$ cat src/rtl/mtx3inv_pkg.sv
// ----------------------------------------------------------------------------
// mtx3inv_pkg
// Shared widths and types for the 3x3 adjugate / inverse block.
// ----------------------------------------------------------------------------
package mtx3inv_pkg;

	localparam int ELEM_W = 16;  // Q8.8 input element
	localparam int ADJ_W  = 33;  // Q16.16 cofactor / result element
	localparam int DET_W  = 52;  // internal determinant, never clips
	localparam int DETO_W = 50;  // determinant as delivered, Q24.24
	localparam int QUO_W  = 32;  // quotient bits produced by the divider
	localparam int NLANE  = 9;   // matrix elements
	localparam int FRONT_STAGES = 4;
	localparam int QUEUE_DEPTH  = 8;

	localparam int IN_TDATA_W  = 144;
	localparam int OUT_TDATA_W = 352;
	localparam int OUT_TUSER_W = 2;

	// tuser bit positions on the result channel
	localparam int TU_SINGULAR  = 0;
	localparam int TU_SATURATED = 1;

	localparam logic MODE_ADJ = 1'b0;
	localparam logic MODE_INV = 1'b1;

	// one classified matrix, front to back
	typedef struct packed {
		logic [NLANE-1:0][ADJ_W-1:0] adj;
		logic [DET_W-1:0]            det;
	} mtx_item_t;

endpackage

$ cat src/rtl/mtx3inv_queue.sv
// ----------------------------------------------------------------------------
// mtx3inv_queue
// Small FIFO between the cofactor front and the divider back.
// ----------------------------------------------------------------------------
module mtx3inv_queue import mtx3inv_pkg::*; #(
	parameter int DEPTH = QUEUE_DEPTH
) (
	input  logic                         clk,
	input  logic                         arst_n,
	input  logic                         push,
	input  mtx_item_t                    push_item,
	input  logic                         pop,
	output mtx_item_t                    head,
	output logic                         not_empty,
	output logic [$clog2(DEPTH+1)-1:0]   count
);

	localparam int PW = (DEPTH > 1) ? $clog2(DEPTH) : 1;
	localparam int CW = $clog2(DEPTH+1);

	mtx_item_t       mem [DEPTH];
	logic [PW-1:0]   wr_q, rd_q;
	logic [CW-1:0]   cnt_q;

	// storage write
	always_ff @(posedge clk) begin
		if (push) begin
			mem[wr_q] <= push_item;
		end
	end

	// pointers and fill level
	always_ff @(posedge clk or negedge arst_n) begin
		if (!arst_n) begin
			wr_q  <= '0;
			rd_q  <= '0;
			cnt_q <= '0;
		end else begin
			if (push) begin
				wr_q <= (wr_q == PW'(DEPTH-1)) ? '0 : wr_q + 1'b1;
			end
			if (pop) begin
				rd_q <= (rd_q == PW'(DEPTH-1)) ? '0 : rd_q + 1'b1;
			end
			if (push && !pop) begin
				cnt_q <= cnt_q + 1'b1;
			end else if (pop && !push) begin
				cnt_q <= cnt_q - 1'b1;
			end
		end
	end

	assign head      = mem[rd_q];
	assign not_empty = (cnt_q != '0);
	assign count     = cnt_q;

	a_no_overflow: assert property (@(posedge clk) disable iff (!arst_n)
		push && !pop |-> cnt_q < CW'(DEPTH))
		else $error("queue written while full");
	a_no_underflow: assert property (@(posedge clk) disable iff (!arst_n)
		pop |-> cnt_q != '0)
		else $error("queue read while empty");

endmodule

$ cat config.mk
export PLATFORM = sky130hd
export DESIGN_NAME = mtx3inv_queue
export DESIGN_NICKNAME = d
export VERILOG_FILES = /design/src/rtl/mtx3inv_pkg.sv /design/src/rtl/mtx3inv_queue.sv
export SDC_FILE = /design/constraint.sdc
export NUM_CORES = 2
export LEC_CHECK = 0
export BUFFER_PORTS_ARGS = -buffer_cell sky130_fd_sc_hd__buf_2
export CORE_MARGIN = 3
export CORE_UTILIZATION = 50
export DETAILED_ROUTE_END_ITERATION = 7
export PLACE_DENSITY_LB_ADDON = 0.3
export SLEW_MARGIN = 20
export SYNTH_ARGS = -nofsm -noshare
export SYNTH_HDL_FRONTEND = slang
export SYNTH_SLANG_ARGS = --single-unit
$ cat constraint.sdc
create_clock -name clk -period 38.3 [get_ports clk]
set_input_delay 1.915 -clock clk [delete_from_list [all_inputs] [get_ports clk]]
set_output_delay 1.915 -clock clk [all_outputs]
set_load 0.005 [all_outputs]
; ---- Word level (Yosys, flattened, before mapping)
; Memories as Yosys holds them, arrays and structs flattened.
; Index checks and enable logic that the tools add are counted.
[totals]
ram_bits = 2792
mem_count = 1
register_bits = 10
input_bits = 353
elab_cells = 22
output_inout_bits = 354
[classes]
n_mux = 6
n_eq_ne = 2
addsub = 4
reduce_logical = 6
[mem_list]
columns = memory, words, word_bits, read_ports, rd_ports_with_merged_regs, write_ports, line_no
row1 = mem, 8, 349, 1, 0, 1, mtx3inv_queue.sv:21  ; mtx_item_t mem [DEPTH];
[ops]
columns = op, count
row1 = $mux W4, 2
row2 = $add A3 B1 Y3 const B, 2
row3 = $eq A3 B3 Y1 const B, 2
row4 = $mux W3, 2
row5 = $add A4 B1 Y4 const B, 1
row6 = $reduce_bool A4 Y1, 1
row7 = $sub A4 B1 Y4 const B, 1
row8 = $logic_and A1 B1 Y1, 2
row9 = $logic_not A1 Y1, 2
row10 = $mux W1, 2
row11 = $reduce_bool A2 Y1, 1

; ---- Logic depth before layout (Yosys ltp)
[depth]
depth_word = 4
mapped_depth = 7
mapped_depth_nobuf = 7

; ---- Worst setup path before layout
; OpenSTA, ideal clock, no wires.
[synth_path]
path_kind = input port to flip-flop
start = input push
end = memory mem[0][0] (netlist name) (enable)
path_buffers = 0
slack_ns = 11.354
required_time_ns = 36.813
setup_ns = 1.487
stages = 2
arrival_ns = 25.459
path_cell_list = nand2b_1 -> nor3_1
[synth_between]
elab_chain_len = 2
[synth_rtl]
columns = item, line_no
row1 = "start, declared", mtx3inv_queue.sv:10  ; input logic push,
row2 = $mux W1, mtx3inv_queue.sv:27  ; if (push) begin
row3 = $mux W1 (implied by the code), mtx3inv_queue.sv:28  ; mem[wr_q] <= push_item;
row4 = "end, declared", mtx3inv_queue.sv:21
; No other way between the ends.

==> run_results.csv <==
group,metric,value,unit
outcome,status,"complete, no violations",
timing,relSlewSlack,18.8,%
global_routing,antenna_found_initial,107,
worst_setup_path,start_kind,"flop",
synth,synth_compound_area_share,0.0483,%
clock_tree,worstSkewPairLatency,0.91,ns
timing,final.setup.worst_slack,30.68,ns
routing,first_iter_violations,4075,
worst_setup_path,r2r_end,"mem[5][165]",
worst_setup_path,crit_slowest_cell,"dfrtp_4",
place,place_ws,31.42,ns
clock_tree,cts_hold_buf,0,
global_routing,met3_usage,5.73,%
power,vdd_drop_max,0.0782,mV
clock_tree,clk_path_buf_depth,4,
synth,synth_xor_area_share,0.0165,%
global_routing,grt_usage,20.6,%
synth,synth_top_family_by_area,"multiplexers",
worst_setup_path,arrival,5.70,ns
routing,wl_per_cell,27.9,um
final_layout,num-nets-final,5342,
hold_path,hold_depth,2,
worst_setup_path,reg2reg_depth,5,
routing,dr.pass1.iters,8,
clock_tree,cts_tree,"built",
final_layout,fin_cells,8040,
clock_tree,cts_num_sinks,2802,
clock_tree,clockRootBuffer,"clkbuf_16",
worst_setup_path,endpoint_kind,"output port",
floorplanning,initial_utilization,50.4,%
worst_setup_path,slowest_delay,1.07,ns
timing,max_slew.worst_pin.slew,1.22,ns
timing,slew_violations,0,
global_routing,grt_max_degree,164,
timing,rsz0062_at_grt,"false",
timing,tns,0,ns
power,power,0.00922,W
timing,hold_viol,0,
global_routing,grt_pass1_vias,48500,
worst_setup_path,required,36.38,ns
synth,synth_warnings,0,
place,gp_congestion,0.748,
final_layout,final_cell_mix,"edfxtp_1 (2792), buf_2 (706), mux4_2 (530), mux2_2 (354), clkbuf_16 (304)",
floorplanning,die_height,467,um
worst_setup_path,path_max_fanout,48,
routing,wirelength,224000,um
routing,drcViolationCount,0,
hold_path,hold_path.class,"reg -> reg",
worst_setup_path,path_cells,"buf_4 -> buf_4 -> buf_4 -> mux4_1 -> mux2_2 -> buf_2",
worst_setup_path,r2r_slack,33.93,ns
place,dp_hpwl,125000,um
global_routing,gr-usage-met2,33.5,%
routing,via_per_inst,5.82,
clock_tree,post-cts-setup-buffer-count,0,
power,power.density,75.8,nW/um2
synth,synth_seq_cells,2802,
worst_setup_path,worstReg2RegStart,"wr_q[0]",
clock_tree,cts_made_buffers,297,
synth,synth_nets,4460,
global_routing,grt_first_pass_wirelength,331000,um
final_layout,final_common_cell,"edfxtp_1",
synth,yosysSeqAreaShare,79.2,%
final_layout,utilization,57.8,%
timing,clock_skew,0.0638,ns
synth,synth-adder-area-share,0.101,%
global_routing,grt_overflow,0,
worst_setup_path,path_delay_family,"buffers and inverters",
hold_path,worstHoldStart,"count[2]",
routing,num_vias,46800,
clock_tree,htreeDepth,5,
synth,synth_mux_area_share,19.2,%
floorplanning,placementRows,168,
power,p_leak,39.5,nW
synth,synthCells,4099,
timing,period_share,19.9,%
timing,max_freq,0.131,GHz
place,dp_cells,7486,
worst_setup_path,worstSetupPathType,"reg -> out",
floorplanning,die_area,218000,um2
floorplanning,floorplan.io_pins,707,
clock_tree,cts_resized,0,
timing,finalSetupViolCount,0,
flow_run,maxCapViolations,0,
worst_setup_path,critPathBufInv,4,
clock_tree,clk_pin_slew,0.06,ns
routing,ant_nets,0,
floorplanning,fp.coreArea,210000,um2
synth,yosys.area_share.simple,0.123,%
global_routing,grt_util_met1,27.0,%
global_routing,grt.busiest_layer,"met2",
synth,syn_area,106000,um2
hold_path,hold_end,"count[2]",
final_layout,area_delta_synth_final,14.6,%
worst_setup_path,path_common_cell,"buf_4",
place,io_buffers,706,
timing,period_minus_slack,7.62,ns
floorplanning,die_x,467,um
synth,avgSynthCellArea,25.9,um2
final_layout,drive_above_1_share,39.5,%
synth,synthDistinctLibCells,27,
-- layer usage --
layer / vias to the layer above / wire length [um]
met5: - / 353
met4: 56 / 7630
met3: 482 / 16600
met2: 1451 / 111000
met1: 25000 / 88500
li1: 19700 / -
-- area by class of cell --
type                            instances  area [um2]
Timing Repair Buffer                  779        4280
Clock inverter                        134        1050
Multi-Input combinational cell       1097       20700
Tap cell                             2805        3510
Antenna cell                           56         140
Sequential cell                      2802       84100
Fill cell                           14800       88800
Inverter                                4        15.0
Clock buffer                          363        7830
-- per-stage QoR --
| step | cell area (um2) | hold WS [ns] |
|---|---|---|
| floorplan | 106000 | 0.513 |
| global placement | 113000 | 0.516 |
| CTS | 121000 | 0.534 |
| finish | 122000 | 0.539 |
| detailed placement | 113000 | 0.521 |
| global route | 122000 | 0.588 |
-- cell usage after synthesis --
cell type / number / area [um2]
a2111o_1: 1 / 11.3
a21oi_1: 2 / 10.0
buf_1: 31 / 116
buf_2: 29 / 145
buf_6: 72 / 811
buf_8: 6 / 90.1
clkbuf_1: 58 / 218
dfrtp_1: 10 / 250
edfxtp_1: 2792 / 83800
fa_1: 1 / 20.0
ha_1: 7 / 87.6
inv_1: 4 / 15.0
mux2_2: 354 / 3990
mux2i_1: 1 / 10.0
mux4_1: 168 / 4410
mux4_2: 530 / 11900
nand2_1: 5 / 18.8
nand2b_1: 2 / 12.5
nand3_1: 2 / 10.0
nand3b_1: 3 / 22.5
nor2_1: 8 / 30.0
nor3_1: 3 / 15.0
o211ai_1: 2 / 15.0
o21ai_0: 3 / 15.0
or3_1: 1 / 6.26
or4_1: 2 / 15.0
xnor2_1: 2 / 17.5
-- sequential cells by signal, indices dropped and copies added, names as in the netlist --
signal	cells
mem	2792
wr_q	3
rd_q	3
count	4
-- cell families (layout without fill, tap and decap cells) --
kind of cell,after synthesis,in the layout
adders and majority gates,8,8
DFF,2802,2802
buffers and inverters,200,1280
other,0,56
and+or+nand+nor,26,26
muxes,1053,1053
AOI/OAI and AO/OA,8,8
xor gates and xnor gates,2,2
-- worst max path at each step --
stage          startpoint   endpoint  cells past startpoint
2_1_floorplan        push  mem[0][0]                      2
3_3_place_gp      rd_q[0]   head[62]                      6
3_5_place_dp      rd_q[0]  head[207]                      6
4_1_cts           rd_q[0]  head[207]                      6
5_1_grt           rd_q[0]  head[207]                      6
6_report          rd_q[0]  head[171]                      6
-- tightest hold or removal path: cells and delay by family, from the launching register on --
kind / cells / cell delay, ns
simple gates: 1 / 0.06
compound gates: 1 / 0.06
flops: 1 / 0.38
-- where the power goes --
part / internal, W / switching, W
registers: 0.00383 / 0.000114
clock network: 0.00156 / 0.00109
logic: 0.00125 / 0.00137
total: 0.00664 / 0.00258
No activity file was read; power rests on OpenSTA's default activity.
